[config.mk]
export PLATFORM = sky130hd
export DESIGN_NAME = round_robin_process_scheduler_core
export DESIGN_NICKNAME = d
export VERILOG_FILES = /design/src/hdl/rrps_pkg.sv /design/src/hdl/rrps_front.sv /design/src/hdl/rrps_back.sv /design/src/hdl/round_robin_process_scheduler_core.sv
export SDC_FILE = /design/constraint.sdc
export NUM_CORES = 2
export LEC_CHECK = 0
export ABC_AREA = 1
export BUFFER_PORTS_ARGS = -buffer_cell sky130_fd_sc_hd__buf_2
export CAP_MARGIN = 15
export CORE_ASPECT_RATIO = 0.5
export CORE_UTILIZATION = 62
export DETAILED_ROUTE_END_ITERATION = 7
export PLACE_DENSITY = 0.84
export SYNTH_ARGS = -nofsm -noshare
export SYNTH_HDL_FRONTEND = slang
export SYNTH_SLANG_ARGS = --single-unit
[constraint.sdc]
create_clock -name clk_i -period 7.6 [get_ports clk_i]
set_input_delay 0.76 -clock clk_i [delete_from_list [all_inputs] [get_ports clk_i]]
set_output_delay 0.76 -clock clk_i [all_outputs]
set_load 0.1 [all_outputs]
[src/hdl/rrps_pkg.sv]
// shared types and constants of the round-robin process scheduler
// no dependencies
package rrps_pkg;

  localparam int unsigned DATA_W = 16;
  localparam int unsigned TIME_W = 24;
  localparam int unsigned SUM_W  = 28;
  localparam int unsigned PIDX_W = 4;

  localparam logic [TIME_W-1:0] TIME_MAX = {TIME_W{1'b1}};
  localparam logic [SUM_W-1:0]  SUM_MAX  = {SUM_W{1'b1}};
  localparam logic [DATA_W-1:0] QUANTUM_RESET = 16'd4;

  typedef enum logic {
    OP_LOAD = 1'b0,
    OP_STEP = 1'b1
  } op_e;

  typedef enum logic [2:0] {
    ST_IDLE,
    ST_SCAN,
    ST_POP,
    ST_RD,
    ST_RUN,
    ST_FIN
  } state_e;

  typedef enum logic [1:0] {
    PH_PRE,
    PH_JUMP,
    PH_POST,
    PH_AFTER
  } phase_e;

  typedef struct packed {
    op_e               operation;
    logic [DATA_W-1:0] burst_time;
    logic [DATA_W-1:0] arrival_time;
  } item_t;

  typedef struct packed {
    logic [PIDX_W-1:0] process_index;
    logic [TIME_W-1:0] slice_end_time;
    logic              finished;
    logic [TIME_W-1:0] wait_time;
    logic [SUM_W-1:0]  total_wait;
    logic              all_done;
  } res_t;

endpackage

[src/hdl/rrps_front.sv]
// front part: accepts items, drops loads beyond capacity, two-entry item queue
// depends on rrps_pkg
module rrps_front import rrps_pkg::*; #(
  parameter int unsigned MAX_PROCS = 16
) (
  input  logic  clk_i,
  input  logic  rst_ni,
  input  logic  in_valid_i,
  output logic  in_ready_o,
  input  item_t in_item_i,
  output logic  item_vld_o,
  input  logic  item_rdy_i,
  output item_t item_o
);

  localparam int unsigned CW = $clog2(MAX_PROCS + 1);

  item_t          fifo_mem [2];
  logic           wr_ptr_q, wr_ptr_d;
  logic           rd_ptr_q, rd_ptr_d;
  logic [1:0]     cnt_q, cnt_d;
  logic [CW-1:0]  lcnt_q, lcnt_d;
  logic           accept, keep, pop;

  assign in_ready_o = (cnt_q != 2'd2);
  assign accept     = in_valid_i && in_ready_o;
  // loads past a full store are taken and thrown away
  assign keep = accept && !((in_item_i.operation == OP_LOAD) &&
                            (lcnt_q == CW'(MAX_PROCS)));
  assign item_vld_o = (cnt_q != 2'd0);
  assign pop        = item_vld_o && item_rdy_i;
  assign item_o     = fifo_mem[rd_ptr_q];

  always_comb begin
    wr_ptr_d = wr_ptr_q;
    rd_ptr_d = rd_ptr_q;
    cnt_d    = cnt_q;
    lcnt_d   = lcnt_q;
    if (keep) begin
      wr_ptr_d = ~wr_ptr_q;
      if (in_item_i.operation == OP_LOAD) begin
        lcnt_d = lcnt_q + 1'b1;
      end
    end
    if (pop) begin
      rd_ptr_d = ~rd_ptr_q;
    end
    cnt_d = cnt_q + {1'b0, keep} - {1'b0, pop};
  end

  always_ff @(posedge clk_i) begin
    if (keep) begin
      fifo_mem[wr_ptr_q] <= in_item_i;
    end
  end

  always_ff @(posedge clk_i or negedge rst_ni) begin
    if (!rst_ni) begin
      wr_ptr_q <= 1'b0;
      rd_ptr_q <= 1'b0;
      cnt_q    <= 2'd0;
      lcnt_q   <= '0;
    end else begin
      wr_ptr_q <= wr_ptr_d;
      rd_ptr_q <= rd_ptr_d;
      cnt_q    <= cnt_d;
      lcnt_q   <= lcnt_d;
    end
  end

endmodule

[src/hdl/rrps_back.sv]
// back part: process stores, ready ring, admission scans, slice execution
// depends on rrps_pkg
module rrps_back import rrps_pkg::*; #(
  parameter int unsigned MAX_PROCS = 16
) (
  input  logic              clk_i,
  input  logic              rst_ni,
  input  logic [DATA_W-1:0] quantum_i,
  input  logic              item_vld_i,
  output logic              item_rdy_o,
  input  item_t             item_i,
  output logic              out_valid_o,
  input  logic              out_ready_i,
  output res_t              res_o
);

  localparam int unsigned IW = $clog2(MAX_PROCS);
  localparam int unsigned CW = $clog2(MAX_PROCS + 1);
  localparam int unsigned SW = CW + 1;

  logic [DATA_W-1:0] arr_mem  [MAX_PROCS];
  logic [DATA_W-1:0] bur_mem  [MAX_PROCS];
  logic [DATA_W-1:0] rem_mem  [MAX_PROCS];
  logic [IW-1:0]     ring_mem [MAX_PROCS];

  state_e            state_q, state_d;
  phase_e            ph_q, ph_d;
  logic [CW-1:0]     scan_idx_q, scan_idx_d;
  logic              pipe_vld_q, pipe_vld_d;
  logic [IW-1:0]     pipe_idx_q, pipe_idx_d;
  logic              found_q, found_d;
  logic [IW-1:0]     best_idx_q, best_idx_d;
  logic [DATA_W-1:0] best_arr_q, best_arr_d;
  logic [IW-1:0]     head_q, head_d;
  logic [CW-1:0]     qcnt_q, qcnt_d;
  logic [CW-1:0]     loaded_q, loaded_d;
  logic [MAX_PROCS-1:0] queued_q, queued_d;
  logic [MAX_PROCS-1:0] done_q, done_d;
  logic [TIME_W-1:0] cur_q, cur_d;
  logic [SUM_W-1:0]  wsum_q, wsum_d;
  logic [IW-1:0]     p_q, p_d;
  logic [DATA_W-1:0] arr_p_q, arr_p_d;
  logic [DATA_W-1:0] bur_p_q, bur_p_d;
  logic              fin_q, fin_d;
  logic              out_vld_q, out_vld_d;
  res_t              res_q, res_d;

  logic [IW-1:0]     ring_rd_q;
  logic [DATA_W-1:0] arr_rd_q, bur_rd_q, rem_rd_q;

  logic              accept, scan_end, eligible, better;
  logic [IW-1:0]     rd_addr;
  logic              load_we, rem_we, push_en;
  logic [IW-1:0]     rem_wa, push_data, tail;
  logic [DATA_W-1:0] rem_wd;
  logic [SW-1:0]     tail_sum;
  logic [DATA_W-1:0] q_eff, run;
  logic [TIME_W:0]   cur_sum;
  logic [DATA_W:0]   used;
  logic [TIME_W-1:0] wait_v;
  logic [SUM_W:0]    wsum_sum;
  logic              all_v;
  logic [IW+PIDX_W-1:0] p_ext;

  assign item_rdy_o = (state_q == ST_IDLE) &&
                      ((item_i.operation == OP_LOAD) || !out_vld_q);
  assign accept     = item_vld_i && item_rdy_o;
  assign scan_end   = (scan_idx_q == loaded_q) && !pipe_vld_q;
  assign eligible   = pipe_vld_q && !queued_q[pipe_idx_q] && !done_q[pipe_idx_q] &&
                      ((ph_q == PH_JUMP) || ({8'b0, arr_rd_q} <= cur_q));
  assign better     = eligible && (!found_q || (arr_rd_q < best_arr_q));
  assign tail_sum   = SW'(head_q) + SW'(qcnt_q);
  assign tail       = (tail_sum >= SW'(MAX_PROCS)) ? IW'(tail_sum - SW'(MAX_PROCS))
                                                   : IW'(tail_sum);
  assign q_eff      = (quantum_i == '0) ? 16'd1 : quantum_i;
  assign run        = (rem_rd_q < q_eff) ? rem_rd_q : q_eff;
  assign cur_sum    = {1'b0, cur_q} + {9'b0, run};
  assign used       = {1'b0, arr_p_q} + {1'b0, bur_p_q};
  assign wait_v     = (cur_q > {7'b0, used}) ? (cur_q - {7'b0, used}) : '0;
  assign wsum_sum   = {1'b0, wsum_q} + {5'b0, wait_v};
  assign p_ext      = {{PIDX_W{1'b0}}, p_q};

  // next state
  always_comb begin
    state_d = state_q;
    case (state_q)
      ST_IDLE: begin
        if (accept && (item_i.operation == OP_STEP)) state_d = ST_SCAN;
      end
      ST_SCAN: begin
        if (scan_end && !(found_q && (ph_q != PH_JUMP))) begin
          case (ph_q)
            PH_PRE:   state_d = (qcnt_q != '0) ? ST_POP : ST_SCAN;
            PH_JUMP:  state_d = found_q ? ST_SCAN : ST_IDLE;
            PH_POST:  state_d = (qcnt_q != '0) ? ST_POP : ST_IDLE;
            PH_AFTER: state_d = ST_FIN;
            default:  state_d = ST_IDLE;
          endcase
        end
      end
      ST_POP:  state_d = ST_RD;
      ST_RD:   state_d = ST_RUN;
      ST_RUN:  state_d = ST_SCAN;
      ST_FIN:  state_d = ST_IDLE;
      default: state_d = ST_IDLE;
    endcase
  end

  // datapath and controls
  always_comb begin
    ph_d       = ph_q;
    scan_idx_d = scan_idx_q;
    pipe_vld_d = pipe_vld_q;
    pipe_idx_d = pipe_idx_q;
    found_d    = found_q;
    best_idx_d = best_idx_q;
    best_arr_d = best_arr_q;
    head_d     = head_q;
    qcnt_d     = qcnt_q;
    loaded_d   = loaded_q;
    queued_d   = queued_q;
    done_d     = done_q;
    cur_d      = cur_q;
    wsum_d     = wsum_q;
    p_d        = p_q;
    arr_p_d    = arr_p_q;
    bur_p_d    = bur_p_q;
    fin_d      = fin_q;
    out_vld_d  = out_vld_q && !out_ready_i;
    res_d      = res_q;
    rd_addr    = '0;
    load_we    = 1'b0;
    rem_we     = 1'b0;
    rem_wa     = p_q;
    rem_wd     = rem_rd_q - run;
    push_en    = 1'b0;
    push_data  = p_q;
    all_v      = 1'b0;

    case (state_q)
      ST_IDLE: begin
        if (accept) begin
          if (item_i.operation == OP_LOAD) begin
            load_we  = 1'b1;
            rem_wa   = IW'(loaded_q);
            rem_wd   = item_i.burst_time;
            rem_we   = 1'b1;
            loaded_d = loaded_q + 1'b1;
          end else begin
            ph_d       = PH_PRE;
            scan_idx_d = '0;
            pipe_vld_d = 1'b0;
            found_d    = 1'b0;
          end
        end
      end
      ST_SCAN: begin
        if (!scan_end) begin
          if (scan_idx_q < loaded_q) begin
            rd_addr    = IW'(scan_idx_q);
            pipe_vld_d = 1'b1;
            pipe_idx_d = IW'(scan_idx_q);
            scan_idx_d = scan_idx_q + 1'b1;
          end else begin
            pipe_vld_d = 1'b0;
          end
          if (better) begin
            found_d    = 1'b1;
            best_idx_d = pipe_idx_q;
            best_arr_d = arr_rd_q;
          end
        end else begin
          scan_idx_d = '0;
          pipe_vld_d = 1'b0;
          found_d    = 1'b0;
          if (found_q && (ph_q != PH_JUMP)) begin
            queued_d[best_idx_q] = 1'b1;
            push_en   = 1'b1;
            push_data = best_idx_q;
          end else if ((ph_q == PH_PRE) && (qcnt_q == '0)) begin
            ph_d = PH_JUMP;
          end else if ((ph_q == PH_JUMP) && found_q) begin
            // idle gap: jump the clock to the next arrival
            if ({8'b0, best_arr_q} > cur_q) cur_d = {8'b0, best_arr_q};
            ph_d = PH_POST;
          end
        end
      end
      ST_POP: begin
        head_d = (head_q == IW'(MAX_PROCS - 1)) ? '0 : head_q + 1'b1;
        qcnt_d = qcnt_q - 1'b1;
      end
      ST_RD: begin
        rd_addr = ring_rd_q;
        p_d     = ring_rd_q;
      end
      ST_RUN: begin
        cur_d      = cur_sum[TIME_W] ? TIME_MAX : cur_sum[TIME_W-1:0];
        rem_we     = 1'b1;
        arr_p_d    = arr_rd_q;
        bur_p_d    = bur_rd_q;
        fin_d      = (rem_rd_q == run);
        ph_d       = PH_AFTER;
        scan_idx_d = '0;
        pipe_vld_d = 1'b0;
        found_d    = 1'b0;
      end
      ST_FIN: begin
        res_d.process_index  = p_ext[PIDX_W-1:0];
        res_d.slice_end_time = cur_q;
        res_d.finished       = fin_q;
        if (fin_q) begin
          wsum_d          = wsum_sum[SUM_W] ? SUM_MAX : wsum_sum[SUM_W-1:0];
          done_d[p_q]     = 1'b1;
          queued_d[p_q]   = 1'b0;
          res_d.wait_time = wait_v;
        end else begin
          push_en         = 1'b1;
          res_d.wait_time = '0;
        end
        res_d.total_wait = wsum_d;
        all_v = (loaded_q != '0);
        for (int i = 0; i < MAX_PROCS; i++) begin
          if ((CW'(i) < loaded_q) && !done_d[i]) all_v = 1'b0;
        end
        res_d.all_done = all_v;
        out_vld_d      = 1'b1;
      end
      default: ;
    endcase

    if (push_en && (qcnt_q < CW'(MAX_PROCS))) begin
      qcnt_d = qcnt_q + 1'b1;
    end else begin
      push_en = push_en && 1'b0;
    end
  end

  // process stores and ready ring
  always_ff @(posedge clk_i) begin
    if (load_we) begin
      arr_mem[IW'(loaded_q)] <= item_i.arrival_time;
      bur_mem[IW'(loaded_q)] <= item_i.burst_time;
    end
    if (rem_we) begin
      rem_mem[rem_wa] <= rem_wd;
    end
    if (push_en) begin
      ring_mem[tail] <= push_data;
    end
    arr_rd_q  <= arr_mem[rd_addr];
    bur_rd_q  <= bur_mem[rd_addr];
    rem_rd_q  <= rem_mem[rd_addr];
    ring_rd_q <= ring_mem[head_q];
  end

  always_ff @(posedge clk_i) begin
    pipe_idx_q <= pipe_idx_d;
    best_idx_q <= best_idx_d;
    best_arr_q <= best_arr_d;
    p_q        <= p_d;
    arr_p_q    <= arr_p_d;
    bur_p_q    <= bur_p_d;
    fin_q      <= fin_d;
    res_q      <= res_d;
  end

  always_ff @(posedge clk_i or negedge rst_ni) begin
    if (!rst_ni) begin
      state_q    <= ST_IDLE;
      ph_q       <= PH_PRE;
      scan_idx_q <= '0;
      pipe_vld_q <= 1'b0;
      found_q    <= 1'b0;
      head_q     <= '0;
      qcnt_q     <= '0;
      loaded_q   <= '0;
      queued_q   <= '0;
      done_q     <= '0;
      cur_q      <= '0;
      wsum_q     <= '0;
      out_vld_q  <= 1'b0;
    end else begin
      state_q    <= state_d;
      ph_q       <= ph_d;
      scan_idx_q <= scan_idx_d;
      pipe_vld_q <= pipe_vld_d;
      found_q    <= found_d;
      head_q     <= head_d;
      qcnt_q     <= qcnt_d;
      loaded_q   <= loaded_d;
      queued_q   <= queued_d;
      done_q     <= done_d;
      cur_q      <= cur_d;
      wsum_q     <= wsum_d;
      out_vld_q  <= out_vld_d;
    end
  end

  assign out_valid_o = out_vld_q;
  assign res_o       = res_q;

`ifndef SYNTH
  a_qcnt_bound: assert property (@(posedge clk_i) disable iff (!rst_ni)
    qcnt_q <= CW'(MAX_PROCS))
    else $error("ready ring count beyond depth");

  a_masks_disjoint: assert property (@(posedge clk_i) disable iff (!rst_ni)
    (queued_q & done_q) == '0)
    else $error("process both queued and done");

  a_out_from_fin: assert property (@(posedge clk_i) disable iff (!rst_ni)
    $rose(out_vld_q) |-> $past(state_q == ST_FIN))
    else $error("result raised outside the finish step");

  a_loaded_bound: assert property (@(posedge clk_i) disable iff (!rst_ni)
    loaded_q <= CW'(MAX_PROCS))
    else $error("loaded count beyond store depth");
`endif

endmodule

[src/hdl/round_robin_process_scheduler_core.sv]
// round-robin scheduler core: a load is queued in the front part, then written to the stores by the back part
// a step runs admission passes over the L loaded processes until none is admitted, then pops
// the ready ring, runs a slice and admits arrivals up to the new slice end before it reports,
// with two passes more when the ring is empty and the clock jumps over an idle gap
// one item is worked on at a time; results wait in an output register
// asynchronous active-low reset clears control state and sets quantum to 4; stores not cleared
module round_robin_process_scheduler_core import rrps_pkg::*; #(
  parameter int unsigned MAX_PROCS = 16
) (
  input  logic                    clk_i,
  input  logic                    rst_ni,
  input  logic                    psel,
  input  logic                    penable,
  input  logic                    pwrite,
  input  logic [2:0]              paddr,
  input  logic [31:0]             pwdata,
  output logic [31:0]             prdata,
  output logic                    pready,
  input  logic                    in_valid_i,
  output logic                    in_ready_o,
  input  logic                    operation_i,
  input  logic [DATA_W-1:0]       burst_time_i,
  input  logic [DATA_W-1:0]       arrival_time_i,
  output logic                    out_valid_o,
  input  logic                    out_ready_i,
  output logic [PIDX_W-1:0]       process_index_o,
  output logic [TIME_W-1:0]       slice_end_time_o,
  output logic                    finished_o,
  output logic [TIME_W-1:0]       wait_time_o,
  output logic [SUM_W-1:0]        total_wait_o,
  output logic                    all_done_o
);

  logic [DATA_W-1:0] quantum_q, quantum_d;
  item_t             in_item, q_item;
  logic              q_vld, q_rdy;
  res_t              res;

  // register block: quantum at byte address 0
  assign pready    = 1'b1;
  assign quantum_d = (psel && penable && pwrite && !paddr[2]) ? pwdata[DATA_W-1:0]
                                                              : quantum_q;
  assign prdata    = !paddr[2] ? {16'b0, quantum_q} : 32'b0;

  always_ff @(posedge clk_i or negedge rst_ni) begin
    if (!rst_ni) begin
      quantum_q <= QUANTUM_RESET;
    end else begin
      quantum_q <= quantum_d;
    end
  end

  assign in_item.operation    = op_e'(operation_i);
  assign in_item.burst_time   = burst_time_i;
  assign in_item.arrival_time = arrival_time_i;

  rrps_front #(.MAX_PROCS(MAX_PROCS)) u_front (
    .clk_i      (clk_i),
    .rst_ni     (rst_ni),
    .in_valid_i (in_valid_i),
    .in_ready_o (in_ready_o),
    .in_item_i  (in_item),
    .item_vld_o (q_vld),
    .item_rdy_i (q_rdy),
    .item_o     (q_item)
  );

  rrps_back #(.MAX_PROCS(MAX_PROCS)) u_back (
    .clk_i       (clk_i),
    .rst_ni      (rst_ni),
    .quantum_i   (quantum_q),
    .item_vld_i  (q_vld),
    .item_rdy_o  (q_rdy),
    .item_i      (q_item),
    .out_valid_o (out_valid_o),
    .out_ready_i (out_ready_i),
    .res_o       (res)
  );

  assign process_index_o  = res.process_index;
  assign slice_end_time_o = res.slice_end_time;
  assign finished_o       = res.finished;
  assign wait_time_o      = res.wait_time;
  assign total_wait_o     = res.total_wait;
  assign all_done_o       = res.all_done;

endmodule
==> qor.csv <==
stage,metric,value,unit
status,outcome,"complete, no violations",
power,total_leakage_power,23.9,nW
floorplan,floorplan.die.height,214,um
sta,layout_setup_ws,0.697,ns
synth,ys.warnings.count,0,
cts,clockBufferDepth,3,
setup_path,critical_path.endpoint_type,flop,
route,antenna_left,0,
floorplan,die_area,91300,um2
sta,final-hold-violation-count,0,
cells_and_area,nFillCells,5880,
setup_path,setup.worst_path.class,reg -> reg,
setup_path,critical_path.top_delay_family,simple AND/OR/NAND/NOR gates,
floorplan,num_rows,77,
grt,grt_util_all_layers,31.7,%
synth,synthSimpleGateAreaFrac,13.0,%
synth,synth.ff_latch_count,1229,
synth,synth-xor-area-share,1.49,%
synth,post_synth.cell_area_avg,10.9,um2
setup_path,crit_arrival,7.33,ns
route,iter_0_drt_violations,5791,
synth,synth_top_cell_by_area,sky130_fd_sc_hd__edfxtp_1,
cells_and_area,post_route_cells_drive_above_1_share,8.32,%
route,routed-via-count,40100,
cells_and_area,post-route-cell-area,61200,um2
sta,grt_setup_unrepaired,false,
cts,cts_num_sinks,1229,
setup_path,worst_path_max_delay_cell,sky130_fd_sc_hd__buf_4,
cts,cts_tree,done,
synth,synthMuxAreaShare,0.0202,%
worst_hold_path,worstHoldPathType,in -> async,
setup_path,rrSetupSlack,0.70,ns
sta,setup_violations,0,
sta,tightestPinTransition,1.28,ns
cts,path_clk_slew,0.07,ns
cells_and_area,finish.cell_count_without_fillers,6499,
job,max_cap_violations,0,
placement,dp.final_hpwl,90400,um
route,vias_per_cell,6.17,
synth,yosys.area.top_type_share,56.0,%
grt,grt_antenna_before_repair,6,
floorplan,chipWidth,426,um
setup_path,critical_path.startpoint_type,flop,
route,route.detailed.wl_per_inst,22.4,um
synth,yosys.cell_types.count,62,
grt,first_global_vias,38500,
grt,grt_start_max_net_pins,236,
setup_path,rr_startpoint,u_back.bur_p_q[0]$_DFFE_PP_,
placement,pre_cts_ws,0.367,ns
placement,portBuffers,156,
setup_path,rr_endpoint,u_back.res_o[16]$_DFFE_PP_,
cts,numCtsBuffers,103,
sta,fin_tns_setup,0,ns
sta,period_share,90.8,%
synth,yosysSeqAreaShare,64.0,%
setup_path,max_stage_delay,0.44,ns
route,drt_pre_antenna_iters,6,
placement,place_area,57800,um2
power,max-vdd-ir-drop,0.000498,V
synth,post_synth_fa_ha_maj_area_fraction,4.09,%
cells_and_area,utilization,69.0,%
synth,syn_area,55800,um2
setup_path,crit_fanout,42,
setup_path,path_common_cell,sky130_fd_sc_hd__nand2_1,
cells_and_area,final_net_count,5481,
sta,clock_skew,0.0509,ns
cts,ctsRootBufferMaster,sky130_fd_sc_hd__clkbuf_16,
synth,synth_enable_flop_cells,1041,
setup_path,worst-path-buf-inv,7,
sta,maxSlewViolCount,0,
synth,synth_compound_gate_area_share,10.8,%
setup_path,reg2reg_depth,41,
placement,dp_cells,6303,
synth,yosys_most_used_dff,sky130_fd_sc_hd__edfxtp_1,
route,routed_wirelength,146000,um
sta,fin_crit,6.90,ns
cts,cts_max_level,3,
synth,asyncSetResetFlopFracSynth,11.1,%
floorplan,core,88700,um2
sta,maxClockFrequency,145,MHz
grt,globalRouteOverflowTotal,0,
cts,insertion_delay_to_the_later_sink_of_the_worst_skew_pair,0.75,ns
route,remaining_design_rule_violation_count,0,
setup_path,worst_ep_required_time,8.03,ns
sta,hold-worst-slack,0.0932,ns
floorplan,initial_cell_density_of_the_core,62.9,%
grt,first_pass_grt_wire_length,220000,um
synth,combinational_family_with_the_most_area_after_synthesis,simple AND/OR/NAND/NOR gates,
power,finalPower,28.7,mW
cells_and_area,syn2layout_area_growth,9.70,%
synth,post_synth_inst_count,5114,
synth,post_synth_main_area_contributors,"sky130_fd_sc_hd__edfxtp_1 (56%), sky130_fd_sc_hd__nand2_1 (6.2%), sky130_fd_sc_hd__dfrtp_1 (6.1%)",
placement,place_congestion,0.966,
power,power-per-cell-area,470,nW/um2
sta,relSlewSlack,14.5,%
floorplan,ioPinCount,192,
what timing repair did:
action	4_1_cts	5_1_grt
hold buffers	0	0
buffers inserted	0	1
endpoints found under the setup margin	0	36
resized for setup	0	3
worst max-delay path by stage:
stage	slack, ns	endpoint	startpoint	depth (start not counted)
final	0.70	u_back.res_o[16]$_DFFE_PP_	u_back.bur_p_q[0]$_DFFE_PP_	41
after detailed placement	0.37	u_back.res_o[13]$_DFFE_PP_	u_back.bur_p_q[0]$_DFFE_PP_	35
after CTS	0.27	u_back.res_o[16]$_DFFE_PP_	u_back.bur_p_q[0]$_DFFE_PP_	35
after global routing	0.04	u_back.res_o[16]$_DFFE_PP_	u_back.arr_p_q[0]$_DFFE_PP_	39
after global placement	0.52	u_back.wsum_q[7]$_DFFE_PN0P_	u_back.bur_p_q[0]$_DFFE_PP_	37
after floorplan	1.57	u_back.wsum_q[11]$_DFFE_PN0P_	u_back.bur_p_q[0]$_DFFE_PP_	36
report_power, final:
part           switching (mW)  total, mW  internal [mW]  leakage [nW]
combinational            9.58       13.0           3.39          10.7
clock                    2.48       5.31           2.83          1.60
sequential              0.662       10.5           9.81          11.6
total                    12.7       28.7           16.0          23.9
synthesized netlist by cell type, types with 22 or more instances:
| master | instances |
|---|---|
| sky130_fd_sc_hd__nand2_1 | 917 |
| sky130_fd_sc_hd__dfxtp_1 | 52 |
| sky130_fd_sc_hd__nand4_1 | 22 |
| sky130_fd_sc_hd__xor2_1 | 58 |
| sky130_fd_sc_hd__dfrtp_1 | 135 |
| sky130_fd_sc_hd__buf_4 | 23 |
| sky130_fd_sc_hd__xnor2_1 | 37 |
| sky130_fd_sc_hd__nor3_1 | 59 |
| sky130_fd_sc_hd__a21oi_1 | 173 |
| sky130_fd_sc_hd__o22ai_1 | 24 |
| sky130_fd_sc_hd__edfxtp_1 | 1041 |
| sky130_fd_sc_hd__nor2_1 | 319 |
| sky130_fd_sc_hd__clkbuf_1 | 118 |
| sky130_fd_sc_hd__ha_1 | 171 |
| sky130_fd_sc_hd__inv_1 | 684 |
| sky130_fd_sc_hd__o21ai_0 | 229 |
| sky130_fd_sc_hd__buf_2 | 85 |
| sky130_fd_sc_hd__o211ai_1 | 395 |
| sky130_fd_sc_hd__nand3_1 | 383 |
flip-flops by register name, summed over array words and instances, names as in the netlist, 24 cells and up:
signal and cells:
u_back.arr_mem 256, u_back.bur_mem 256, u_back.cur_q 24, u_back.rem_mem 256, u_back.res_o 82, u_back.ring_mem 64, u_back.wsum_q 28, u_front.fifo_mem 66
cell usage in the layout (no fill, tap or decap), types with 7 or more instances in the layout:
master                         n
sky130_fd_sc_hd__o22ai_1      23
sky130_fd_sc_hd__fa_1          7
sky130_fd_sc_hd__nor2_1      299
sky130_fd_sc_hd__dfrtp_1     135
sky130_fd_sc_hd__nand4_1      22
sky130_fd_sc_hd__bufinv_16     7
sky130_fd_sc_hd__edfxtp_1   1041
sky130_fd_sc_hd__conb_1       17
sky130_fd_sc_hd__dfxtp_1      52
sky130_fd_sc_hd__ha_1        171
sky130_fd_sc_hd__o21ai_1      25
sky130_fd_sc_hd__a21oi_1     173
sky130_fd_sc_hd__nor3_1       59
sky130_fd_sc_hd__a21o_1       12
sky130_fd_sc_hd__xor2_1       58
sky130_fd_sc_hd__buf_2       155
sky130_fd_sc_hd__clkbuf_1     29
sky130_fd_sc_hd__o21bai_1      8
sky130_fd_sc_hd__a21boi_0      8
sky130_fd_sc_hd__xnor2_1      37
sky130_fd_sc_hd__clkinv_2     14
sky130_fd_sc_hd__o21ai_0     221
sky130_fd_sc_hd__buf_4        70
sky130_fd_sc_hd__nand3_1     383
sky130_fd_sc_hd__a31oi_1      13
sky130_fd_sc_hd__o211ai_1    395
sky130_fd_sc_hd__clkinv_1     18
sky130_fd_sc_hd__nor2_4       21
sky130_fd_sc_hd__clkbuf_16   104
sky130_fd_sc_hd__nand2_1     917
sky130_fd_sc_hd__or2_2        18
sky130_fd_sc_hd__inv_1       682
sky130_fd_sc_hd__a22oi_1      10
sky130_fd_sc_hd__o31ai_1      13
logic make-up (layout without fill, tap and decap cells):
| group | count (synthesis) | after routing |
|---|---|---|
| xor gates and xnor gates | 95 | 95 |
| adders and majority gates | 178 | 178 |
| buffers and inverters | 931 | 1114 |
| muxes | 1 | 1 |
| AOI/OAI and AO/OA | 938 | 938 |
| DFF | 1229 | 1229 |
| and+or+nand+nor | 1740 | 1740 |
| other | 2 | 19 |
worst register-to-register path: cells and delay by family, from the launching register on:
family,cells,cell delay [ns]
AND/OR/NAND/NOR,22,2.38
AO/OA/AOI/OAI,8,1.43
adder cells (fa/ha/maj),4,1.32
buffers and inverters,7,1.13
flip-flops,1,0.37
layout make-up:
class                      count  area, um2  share of cell area [%]
sequential                  1229      35700                    58.3
inverter                     692       2610                    4.26
multi-input combinational   2969      16700                    27.2
antenna                        2       5.00                 0.00818
clock inverter                52        558                   0.912
clock buffer                 137       2770                    4.52
timing repair buffer         233       1440                    2.34
tap                         1185       1480                    2.42
layer usage:
layer	up-vias	GRT usage, %	wire, um
met1	19100	44.6	56300
li1	18000	-	-
met5	-	0	198
met3	377	7.82	18500
met4	6	10.7	4510
met2	2573	48.7	66300
Power figures use the tool's default switching activity.
